[src/sv/qmm_pkg.sv]
package qmm_pkg;

  localparam int NLANE = 4;
  localparam int XW    = 60;
  localparam int ROOTW = XW / 2;
  localparam int RW    = ROOTW + 3;
  localparam int SW    = 60;
  localparam int PW    = 55;

  localparam logic [21:0]      COEF_RP      = 22'd3561737;
  localparam logic [21:0]      COEF_YAW     = 22'd2746896;
  localparam logic [XW-1:0]    CURVE_OFFSET = 60'd32699091052953600;
  localparam logic [33:0]      CURVE_SLOPE  = 34'd16333408000;
  localparam logic [ROOTW-1:0] CURVE_BIAS   = 30'd196340228;
  localparam logic [15:0]      PWM_MAX      = 16'hFFFF;

  typedef enum logic [1:0] {
    CLS_ZERO,
    CLS_SAT,
    CLS_CURVE
  } cls_t;

  typedef struct packed {
    cls_t          cls;
    logic [XW-1:0] x;
  } lane_t;

  typedef lane_t [NLANE-1:0] lanes_t;

  typedef struct packed {
    cls_t             cls;
    logic [XW-1:0]    xs;
    logic [RW-1:0]    rem;
    logic [ROOTW-1:0] root;
  } sq_lane_t;

  typedef sq_lane_t [NLANE-1:0] sq_lanes_t;

  typedef logic [NLANE-1:0][15:0] pwms_t;

  function automatic sq_lane_t sq_step(sq_lane_t a);
    sq_lane_t      b;
    logic [RW-1:0] sh;
    logic [RW-1:0] trial;
    b     = a;
    sh    = {a.rem[RW-3:0], a.xs[XW-1 -: 2]};
    trial = {{(RW-ROOTW-2){1'b0}}, a.root, 2'b01};
    b.xs  = {a.xs[XW-3:0], 2'b00};
    if (sh >= trial) begin
      b.rem  = sh - trial;
      b.root = {a.root[ROOTW-2:0], 1'b1};
    end else begin
      b.rem  = sh;
      b.root = {a.root[ROOTW-2:0], 1'b0};
    end
    return b;
  endfunction

endpackage

[src/sv/qmm_fifo.sv]
module qmm_fifo import qmm_pkg::*; (
  input  logic   clk,
  input  logic   rst,
  input  logic   wr_valid,
  output logic   wr_ready,
  input  lanes_t wr_data,
  output logic   rd_valid,
  input  logic   rd_ready,
  output lanes_t rd_data
);

  lanes_t mem [2];
  logic   wptr, rptr;
  logic [1:0] count;
  logic   do_wr, do_rd;

  assign wr_ready = count != 2'd2;
  assign rd_valid = count != 2'd0;
  assign rd_data  = mem[rptr];
  assign do_wr    = wr_valid && wr_ready;
  assign do_rd    = rd_valid && rd_ready;

  always_ff @(posedge clk) begin
    if (rst) begin
      wptr  <= 1'b0;
      rptr  <= 1'b0;
      count <= 2'd0;
    end else begin
      if (do_wr) wptr <= !wptr;
      if (do_rd) rptr <= !rptr;
      count <= count + 2'(do_wr) - 2'(do_rd);
    end
  end

  always_ff @(posedge clk) begin
    if (do_wr) mem[wptr] <= wr_data;
  end

endmodule

[config.mk]
export PLATFORM = sky130hd
export DESIGN_NAME = qmm_fifo
export DESIGN_NICKNAME = d
export VERILOG_FILES = /design/src/sv/qmm_pkg.sv /design/src/sv/qmm_fifo.sv
export SDC_FILE = /design/constraint.sdc
export NUM_CORES = 1
export LEC_CHECK = 0
export BUFFER_PORTS_ARGS = -buffer_cell sky130_fd_sc_hd__buf_2
export CAP_MARGIN = 40
export CELL_PAD_IN_SITES_DETAIL_PLACEMENT = 0
export CELL_PAD_IN_SITES_GLOBAL_PLACEMENT = 1
export CORE_UTILIZATION = 45
export DETAILED_ROUTE_END_ITERATION = 16
export GPL_TIMING_DRIVEN = 0
export PLACE_DENSITY = 0.8
export SKIP_LAST_GASP = 1
export SYNTH_ARGS = -nofsm -noshare
export SYNTH_HDL_FRONTEND = slang
export SYNTH_SLANG_ARGS = --single-unit
export TNS_END_PERCENT = 5
[constraint.sdc]
create_clock -name clk -period 10.3 [get_ports clk]
set_input_delay 3.09 -clock clk [delete_from_list [all_inputs] [get_ports clk]]
set_output_delay 3.09 -clock clk [all_outputs]
set_load 0.02 [all_outputs]
# Word level (Yosys, flattened, before mapping)
# Memory sizes are Yosys's and may differ from the RTL's. A register that Yosys moved wholly into a read port is not among the register bits.
# Cells that the tools add are included.
[classes]
add_sub_neg = 2
reduce_logical = 5
n_mux = 4
eq_ne = 1
[op_table]
columns = ["operator", "n"]
rows = [
  ["1-bit two-way mux", 4],
  ["2-bit by 1-bit adder with 2-bit output", 1],
  ["1-bit logical AND", 2],
  ["1-bit zero test", 2],
  ["2-bit != test, second input constant", 1],
  ["2-bit nonzero test", 1],
  ["2-bit by 1-bit subtractor with 2-bit output", 1],
]
[word_totals]
ff_bits = 4
memories = 1
elab_cells = 16
input_bits = 252
out_inout_bits = 250
mem_bits_rw = 496
[memory_table]
columns = ["memory", "words", "word_bits", "read_ports", "rd_clocked_by_memory_dff", "write_ports", "line", "rtl"]
rows = [
  ["mem", 2, 248, 1, 1, 1, "qmm_fifo.sv:12", "lanes_t mem [2];"],
]

# Logic depth before layout (Yosys ltp)
[depth]
ltp_word = 4
ltp_mapped = 6
depth_no_buf = 6

# Worst setup path before layout
# No wires, ideal clock.
[synth_path]
path_type = "input to register"
from = "in wr_valid"
to = "mem mem[1][0] in the netlist's numbering (enable)"
arrival_time_ns = 8.791
slack_ns = 0.867
t_required_ns = 9.658
n_path_buf = 0
stages = 1
setup_time_ns = 0.642
cell_sequence = "and3_1"
[synth_between]
elab_chain_cells = 3
[synth_lines]
columns = ["element", "line", "rtl"]
rows = [
  ["from (decl)", "qmm_fifo.sv:4", "input logic wr_valid,"],
  ["1-bit logical AND", "qmm_fifo.sv:20", "assign do_wr = wr_valid && wr_ready;"],
  ["1-bit two-way mux", "qmm_fifo.sv:36", "if (do_wr) mem[wptr] <= wr_data;"],
  ["1-bit two-way mux (implied by the code)", "qmm_fifo.sv:36", ""],
  ["to (decl)", "qmm_fifo.sv:12", ""],
]
# No other way between the ends.

==> results.yml <==
power:
  power_frac_seq_pct: 43.5
  p_per_area_mw_per_mm2: 241
  ir_drop_v: 0.000173
  p_switching_uw: 1610
  power.leakage_uw: 0.00941
  p_sw_share_pct: 27.7
  finalPower_uw: 5800
  clockPowerShare_pct: 31.3
  comb_power_share_pct: 25.2
  internal-power_uw: 4190
placed_design:
  post-place-ws_ns: 5.44
  place_congestion: 0.751
  dp.cells: 1840
  placed_area_mm2: 0.0224
  dpl.hpwl_mm: 27.6
  portBuffers: 501
worst_setup_path:
  critPathLaunchType: "flop"
  worstSetupPathType: "reg -> out"
  crit_fanout: 10
  worstSetupEndpointType: "output port"
  ff2ff_path_depth: 4
  arrival_ns: 1.98
  required_ns: 7.21
routing:
  wl_mm: 39.8
  dr_wl_met2_mm: 20.2
  drt_iter0_markers: 399
  vias: 9456
  detail-route-antenna-nets: 0
  met3_length_mm: 3.70
  drt-met1-wl_mm: 14.8
  first_pass_iters: 4
  drt_drc_violations_left: 0
  highest_layer: "met5"
  vias_per_cell: 4.88
  routedWlPerCell_um: 20.5
sta:
  min_period_ns: 5.07
  timing.fmax_mhz: 197
  slew_violations: 0
  tns_ns: 0
  setup_slack_ns: 5.23
  setup_violations: 0
  tightest_slew_ns: 0.675
  post-route-period-util_pct: 49.2
  slew_headroom_pct: 55.0
  finClkSkew_ns: 0.0204
  hold_viol: 0
  grt_setup_unrepaired: "no"
clocking:
  cts_num_sinks: 501
  clock_path_buffers: 3
  h-tree-depth: 2
  cts_resized: 0
  cts_root_buffer: "clkbuf_16"
  clock_latency_ns: 0.58
  cts_buffers: 52
  postCtsHoldBufs: 0
  postCtsSetupRepairBufs: 0
  clk_pin_slew_ns: 0.06
  cts_tree: "yes"
die:
  die_w_um: 208
  rows: 74
  die_area_mm2: 0.0431
  fp.coreArea_mm2: 0.0413
  io_pins: 502
  die_y_um: 208
  start_util_pct: 46.1
global_routing:
  grt_pass1_wl_mm: 58.9
  first_global_vias: 9849
  grt_use_total_pct: 18.2
  antenna_found_initial: 7
  grt_max_degree: 116
  grt-ovfl-total: 0
cells_and_area:
  finalNonFillerCells: 1939
  final_common_cell: "buf_2"
  synthToLayoutAreaGrowth_pct: 26.4
  design_area_mm2: 0.0241
  layout_common_cells: "buf_2, edfxtp_1, mux2_4"
  fin_nets: 1615
  drive_above_1_share_pct: 61.6
synth:
  avgSynthCellArea_um2: 23.8
  synthDistinctLibCells: 25
  synth_nets: 1054
  synth_seq_cells: 501
  netlist_instances: 801
  yosysSeqAreaShare_pct: 78.8
  syn_area_mm2: 0.0190
  yosys_warnings: 0
run:
  cap_violations: 0
hold_path:
  hp-class: "reg -> reg"
  whs_path_depth: 2
status:
  outcome: "finished clean"
## flip-flops by register name (all words and copies together), names as in the netlist, named ones only
| register | count |
|---|---|
| count | 2 |
| mem | 496 |
| rptr | 1 |
| wptr | 1 |
## worst paths after layout
check	from	end	slack, ns
max	flop	rd_data[109]	5.23
min	rptr	rptr	0.51
max reg2reg	count[0]	mem[1][33]	8.05
min reg2reg	rptr	rptr	0.51
## final cells by class
cell class / count / area [µm²]
clock buffers: 63 / 1360
well taps: 532 / 666
flip-flops and latches: 501 / 15000
repair buffers: 507 / 2670
plain buffers: 28 / 303
multi-input cells: 271 / 3740
fillers: 3100 / 17200
clock inverters: 33 / 298
diodes: 3 / 7.51
inverters: 1 / 11.3
## through the flow
stage	util (%)	hold WS (ns)
6_report	58.3	0.507
3_3_place_gp	53.8	0.489
3_5_place_dp	54.2	0.499
5_1_grt	58.2	0.529
4_1_cts	58.2	0.514
2_1_floorplan	-	0.472
## routing by layer
metal	up-vias	track usage, %
li1	4344	-
met1	4689	20.6
met2	346	31.3
met3	69	7.03
met4	8	6.74
met5	-	0
## cell families (layout without fill, tap and decap cells)
| kind of cell | after synthesis | in the layout | synth area share [%] |
|---|---|---|---|
| other | 0 | 3 | 0 |
| AND/OR/NAND/NOR | 15 | 15 | 0.460 |
| adder cells (fa/ha/maj) | 1 | 1 | 0.0657 |
| XOR/XNOR | 1 | 1 | 0.0460 |
| flip-flops | 501 | 501 | 78.8 |
| buffers and inverters | 29 | 632 | 1.61 |
| multiplexers | 248 | 248 | 18.8 |
| AO/OA/AOI/OAI | 6 | 6 | 0.230 |
## power groups by stage
stage          sequential (µW)  clock, µW  combinational [µW]
5_1_grt                   2540       1940                1540
6_report                  2520       1820                1460
3_5_place_dp              2570          0                1480
4_1_cts                   2520       1860                1480
3_3_place_gp              2640          0                1450
2_1_floorplan             2600          0                1030
## worst max-delay path, cell delays in order (launching register included)
cell and delay (ns):
dfxtp_1 0.32, buf_6 0.11, buf_6 0.22, buf_6 0.23, mux2_4 0.31, buf_2 0.19
## synth_stat cells
master      n  area share, %
and2b_1     1          0.039
o21ba_2     1          0.053
nor3_1      1          0.026
nor2_1      4          0.079
buf_2       2          0.053
edfxtp_1  496             78
and3_1      2          0.066
xor2_1      1          0.046
inv_1       1          0.020
a21oi_1     1          0.026
o21ai_0     2          0.053
ha_1        1          0.066
o31a_1      1          0.046
nor4bb_1    1          0.053
mux2_4    210             17
nor4_1      1          0.033
buf_6      26            1.5
dfxtp_1     5           0.53
mux2_2     38            2.2
nand3b_1    1          0.039
nor2b_1     1          0.033
nand2b_1    1          0.033
or2_2       1          0.033
a21bo_2     1          0.053
nand3_1     1          0.026
Note: power is estimated with default switching activity, not from simulation.
